===== config.mk =====
export PLATFORM = sky130hd
export DESIGN_NAME = gsp_ctrl
export DESIGN_NICKNAME = d
export VERILOG_FILES = /design/src/sv/gsp_pkg.sv /design/src/sv/gsp_ctrl.sv
export SDC_FILE = /design/constraint.sdc
export NUM_CORES = 1
export LEC_CHECK = 0
export ABC_AREA = 1
export ABC_CLOCK_PERIOD_IN_PS = 1920
export BUFFER_PORTS_ARGS = -buffer_cell sky130_fd_sc_hd__buf_2
export CELL_PAD_IN_SITES_DETAIL_PLACEMENT = 0
export CELL_PAD_IN_SITES_GLOBAL_PLACEMENT = 2
export CORE_MARGIN = 3
export CORE_UTILIZATION = 18
export DETAILED_ROUTE_END_ITERATION = 8
export PLACE_DENSITY = 0.75
export SLEW_MARGIN = 0
export SYNTH_ARGS = -nofsm -noshare
export SYNTH_HDL_FRONTEND = slang
export SYNTH_SLANG_ARGS = --single-unit

===== constraint.sdc =====
create_clock -name clock -period 1.92 [get_ports clock]
set_input_delay 0.384 -clock clock [delete_from_list [all_inputs] [get_ports clock]]
set_output_delay 0.384 -clock clock [all_outputs]
set_load 0.1 [all_outputs]

===== src/sv/gsp_pkg.sv =====
// Shared types, codes and sizes of the generational slot pool.
package gsp_pkg;

   localparam int SLOT_COUNT    = 16;
   localparam int PAYLOAD_BYTES = 32;
   localparam int SLOT_W        = $clog2(SLOT_COUNT);
   localparam int IDX_W         = $clog2(PAYLOAD_BYTES);
   localparam int LEN_W         = 6;
   localparam int CNT_W         = 5;
   localparam int GEN_W         = 32;
   localparam int MEM_AW        = SLOT_W + IDX_W;
   localparam int ADDR_W        = 3;

   localparam logic [GEN_W-1:0] GEN_MAX     = '1;
   localparam logic [CNT_W-1:0] RETIRE_MAX  = '1;
   localparam logic [CNT_W-1:0] SLOTS_RESET = CNT_W'(SLOT_COUNT);

   localparam logic [1:0] CMD_ACQUIRE = 2'd0;
   localparam logic [1:0] CMD_COPY    = 2'd1;
   localparam logic [1:0] CMD_RELEASE = 2'd2;

   localparam logic REG_SLOTS_IN_USE = 1'b0;

   typedef enum logic [2:0] {
      ST_OK        = 3'd0,
      ST_INVALID   = 3'd1,
      ST_EXHAUSTED = 3'd2,
      ST_STALE     = 3'd3,
      ST_TOO_SMALL = 3'd4
   } gsp_status_type;

   typedef enum logic [2:0] {
      IDLE, EVAL, MOVE_RD, MOVE_WR, COPY_RD, COPY_OUT
   } gsp_state_type;

   typedef struct packed {
      logic [1:0]       command;
      logic [3:0]       slot_index;
      logic [GEN_W-1:0] handle_generation;
      logic [7:0]       data_byte;
      logic             last_byte;
      logic [15:0]      copy_capacity;
   } gsp_req_type;

   typedef struct packed {
      logic [2:0]       status;
      logic [3:0]       out_slot;
      logic [GEN_W-1:0] out_generation;
      logic [7:0]       out_byte;
      logic [LEN_W-1:0] length_out;
      logic             last_out;
      logic [CNT_W-1:0] used_count;
      logic [CNT_W-1:0] peak_count;
      logic [31:0]      exhausted_count;
      logic [31:0]      stale_count;
      logic [CNT_W-1:0] retired_count;
   } gsp_rsp_type;

   // controller to datapath
   typedef struct packed {
      logic take;
      logic eval;
      logic move_rd;
      logic move_wr;
      logic copy_rd;
      logic copy_out;
   } gsp_cmd_type;

   // datapath to controller
   typedef struct packed {
      logic stage_only;
      logic out_busy;
      logic go_move;
      logic go_copy;
      logic idx_last;
   } gsp_stat_type;

endpackage


===== src/sv/gsp_ctrl.sv =====
// Sequencer of the slot pool: accept, evaluate, byte move and copy-out loops.
module gsp_ctrl (
   input  logic                 clock,
   input  logic                 reset,
   input  logic                 req_valid,
   output logic                 req_ready,
   input  gsp_pkg::gsp_stat_type stat,
   output gsp_pkg::gsp_cmd_type  cmd
);
   import gsp_pkg::*;

   gsp_state_type state_ff, state_in;

   always_ff @(posedge clock) begin
      if (reset) begin
         state_ff <= IDLE;
      end else begin
         state_ff <= state_in;
      end
   end

   always_comb begin
      state_in = state_ff;
      unique case (state_ff)
         IDLE: begin
            if (req_valid && !stat.stage_only) state_in = EVAL;
         end
         EVAL: begin
            if (!stat.out_busy) begin
               if (stat.go_move) state_in = MOVE_RD;
               else if (stat.go_copy) state_in = COPY_RD;
               else state_in = IDLE;
            end
         end
         MOVE_RD: state_in = MOVE_WR;
         MOVE_WR: state_in = stat.idx_last ? IDLE : MOVE_RD;
         COPY_RD: state_in = COPY_OUT;
         COPY_OUT: begin
            if (!stat.out_busy) state_in = stat.idx_last ? IDLE : COPY_RD;
         end
         default: state_in = IDLE;
      endcase
   end

   always_comb begin
      cmd       = '0;
      req_ready = 1'b0;
      unique case (state_ff)
         IDLE: begin
            // hold off requests while reset is high
            req_ready = !reset;
            cmd.take  = req_valid && !reset;
         end
         EVAL:     cmd.eval     = !stat.out_busy;
         MOVE_RD:  cmd.move_rd  = 1'b1;
         MOVE_WR:  cmd.move_wr  = 1'b1;
         COPY_RD:  cmd.copy_rd  = 1'b1;
         COPY_OUT: cmd.copy_out = !stat.out_busy;
         default: ;
      endcase
   end

endmodule


Word level (Yosys, flattened, before mapping)
Index checks and enable logic that the tools add are counted.
{"block": "classes", "n_eq_ne": 8, "n_mux": 15, "reduce_logical": 7}
{"op": "$mux 3", "n": 6}
{"op": "$pmux 3 s6", "n": 1}
{"op": "$mux 1", "n": 7}
{"op": "$eq 3x2->1 const B", "n": 2}
{"op": "$eq 3x3->1 const B", "n": 2}
{"op": "$ne 2x2->1 const B", "n": 3}
{"op": "$eq 3x1->1 const B", "n": 1}
{"op": "$logic_not 1->1", "n": 3}
{"op": "$logic_not 3->1", "n": 1}
{"op": "$reduce_and 3->1", "n": 1}
{"op": "$logic_and 1x1->1", "n": 2}
{"op": "$mux 2", "n": 1}
{"block": "word_totals", "in_bits": 8, "reg_bits": 3, "wordCells": 31}

Logic depth before layout (Yosys ltp)
{"block": "depth", "depth_word": 4, "mapped_depth": 7, "ltp_nobuf": 7}

Worst setup path after synthesis
Ideal clock, no wire load.
{"block": "synth_timing", "kind": "register to output", "start": "reg state_ff[0]", "end": "out cmd[5] in the netlist's numbering", "required_ps": 1536, "path_stages_with_launch": 5, "t_arrival_ps": 2846, "setup_slack_ps": -1310, "n_path_buf": 1, "cell_sequence": "dfxtp_1 buf_6 nor2_1 nand2_1 nor3b_1"}
{"element": "start: declaration", "line": "gsp_ctrl.sv:12", "source": "gsp_state_type state_ff, state_in;"}
{"element": "start signal: assignment", "line": "gsp_ctrl.sv:18", "source": "state_ff <= state_in;"}
{"element": "end: declaration", "line": "gsp_ctrl.sv:8", "source": "output gsp_pkg::gsp_cmd_type cmd"}

==> summary.md <==
| Metric | Value |
|---|---|
| Pwr Density | 723 nW/um^2 |
| Ys Warns | 0 |
| First-pass GRT wire length | 1.04 mm |
| Io pins | 15 |
| Reg-to-reg setup timing slack | 840 ps |
| Final nets | 70 |
| Fmax | 555 MHz |
| PortBufs | 14 |
| Max incr delay on CP | 470 ps |
| Syn-to-layout area delta | 71.3% |
| Crit end category | primary output |
| Max reg flops | 3 |
| Vias per cell | 4.00 |
| Largest register by flop count | state_ff |
| Initial core utilization | 21.0% |
| Drt pass-1 iters | 2 |
| Min-Delay Endpoint | state_ff[2] |
| P_leak | 0.227 nW |
| Die W | 43.5 um |
| Clock Path Buffers | 2 |
| Core footprint | 1200 sq um |
| Placer Congestion | 0.723 |
| CP required | 1540 ps |
| Layout cells sized above 1 | 54.1% |
| Hold Crit Depth | 2 |
| Largest net degree at the start of global routing | 9 |
| Register clock-pin slew on the reported worst setup and hold paths | 40 ps |
| Total grt overflow | 0 |
| Seq pwr share | 23.7% |
| Switching Share | 42.6% |
| Total power | 313 uW |
| Syn Area/Cell | 5.88 sq um |
| Crit path DAT | 1420 ps |
| Largest regs | state_ff: 3 flops |
| Syn Inst Count | 43 |
| Run status | finished, final reports clean |
| DR vias | 300 |
| Worst IR Drop VDD | 0.207 mV |
| Worst r2r dst | state_ff[2] |
| Post-synthesis sequential area ratio | 23.8% |
| Skew final | 2.26 ps |
| Slew @ Worst Pin | 485 ps |
| Hold Crit Start | reset |
| Mapped Nets | 51 |
| Initial antenna violation count | 0 |
| Commonest non-fill, non-tap cells in the layout | buf_2 (11), nand2_1 (10), nor2_1 (5) |
| Final HPWL DP | 542 um |
| Slowest-stage cell, CP | dfxtp_1 |
| Num CTS Buffers | 3 |
| CTS sink cnt | 3 |
| Post-Route Setup TNS | 0 ps |
| 1st-iter DRT viols | 1 |
| WS Path Type | reg2out |
| Worst setup SP type | flop |
| Gr usage total | 7.56% |
| Routed wire per std cell | 8.84 um |
| Clock power share | 35.4% |
| Crit path cell chain | nand2_2, nor3_4, buf_2 |
| H-tree levels | 1 |
| Hold Crit Class | in2reg |
| # rows | 12 |
| Psw | 133 uW |
| DRC viols | 0 |
| Total Wirelength | 663 um |
| Skew-Pair Late Insertion Delay | 230 ps |
| Most common cell after layout, fill and taps aside | buf_2 |
| Worst r2r path cells | 6 |
| Slew Limit Fails | 0 |
| Worst Hold Slack | 389 ps |
| Count of different cell masters after synthesis | 14 |
| Internal power | 180 uW |
| # hold bufs at CTS | 0 |
| Ant. Diodes | 0 |
| Tcrit/Tclk final | 93.8% |
| Crit path launch | state_ff[0] |
| Register bit total from synthesis | 3 |
| Worst r2r src | state_ff[0] |
| DIE AREA | 1890 sq um |
| Unrepaired setup endpoints after global routing | false |
| Max-Slew Margin vs Limit | 67.9% |
| Post-synthesis instance area | 253 sq um |
| Vias in the first global route | 262 |
| MaxCap Viol Count | 0 |
| Combinational share of power | 40.9% |
| Antenna Violating Nets Remaining | 0 |
| Final min period | 1800 ps |
| Crit path max fanout | 8 |
| Chip height | 43.5 um |
| Setup bufs post-CTS | 0 |
| CTS root buffer | clkbuf_4 |
| CTS tree | done |
| Final Hold Viols | 0 |
| Setup violators final | 0 |
==> Yosys cell counts <==
cell type / count / area (sq um)
a21oi_1: 2 / 10.0
a21oi_2: 1 / 8.76
buf_6: 1 / 11.3
dfxtp_1: 3 / 60.1
inv_1: 4 / 15.0
inv_2: 3 / 11.3
nand2_1: 10 / 37.5
nand2_2: 3 / 18.8
nand3_1: 3 / 15.0
nand3_2: 1 / 10.0
nor2_1: 7 / 26.3
nor2_2: 1 / 6.26
nor3_1: 3 / 15.0
nor3b_1: 1 / 7.51
==> final cells by class <==
| cell class | count | area (sq um) |
|---|---|---|
| inverter | 7 | 26.3 |
| clock buffer | 4 | 26.3 |
| multi-input combinational | 32 | 193 |
| tap | 14 | 17.5 |
| sequential | 3 | 60.1 |
| fill | 139 | 768 |
| timing repair buffer | 15 | 110 |
==> power by group through the flow <==
stage               logic, mW  clock network (mW)  registers (mW)
global placement        0.129                   0          0.0751
CTS                     0.128               0.114          0.0742
floorplan               0.109                   0          0.0703
global route            0.138               0.125          0.0750
detailed placement      0.128                   0          0.0753
finish                  0.128               0.111          0.0743
==> stage by stage <==
stage | instance area (sq um) | cells | utilization, % | setup slack [ps]
after floorplan | 290 | 43 | - | -348
after global placement | 404 | 71 | 33.6 | 347
after detailed placement | 404 | 71 | 33.6 | 350
after CTS | 430 | 75 | 35.8 | 98.3
after global routing | 433 | 75 | 36.0 | 17.6
final | 433 | 75 | 36.0 | 119
==> how the worst max path moves through the flow <==
| stage | slack, ps | cells after the start | endpoint |
|---|---|---|---|
| after floorplan | -350 | 4 | cmd[5] |
| after global placement | 350 | 4 | req_ready |
| after detailed placement | 350 | 4 | req_ready |
| after CTS | 100 | 4 | req_ready |
| after global routing | 20 | 3 | cmd[4] |
| final | 120 | 3 | cmd[4] |
==> critical path, delay by kind of cell (launching register included) <==
| kind | cells | cell delay [ps] |
|---|---|---|
| buffers and inverters | 1 | 440 |
| AND/OR/NAND/NOR | 2 | 280 |
| flip-flops | 1 | 470 |
==> timing repair <==
item / CTS / global route
hold endpoints to repair: 0 / 0
endpoints found under the setup margin: 0 / 1
resized for setup: 0 / 1
==> routing by layer <==
metal / part of all wire [%] / up-vias / global-route usage [%]
met4: 0 / 0 / 7.23
met3: 8.3 / 0 / 3.32
met5: 0 / - / 0
met2: 45 / 10 / 10.9
li1: - / 169 / -
met1: 46 / 121 / 8.07
==> logic make-up (layout without fill, tap and decap cells) <==
kind of cell	Yosys count	in the layout	synth area share, %
buffers and inverters	8	26	14.8
and+or+nand+nor	29	29	54.0
DFF	3	3	23.8
AOI/OAI and AO/OA	3	3	7.43
No activity file was read; power rests on OpenSTA's default activity.
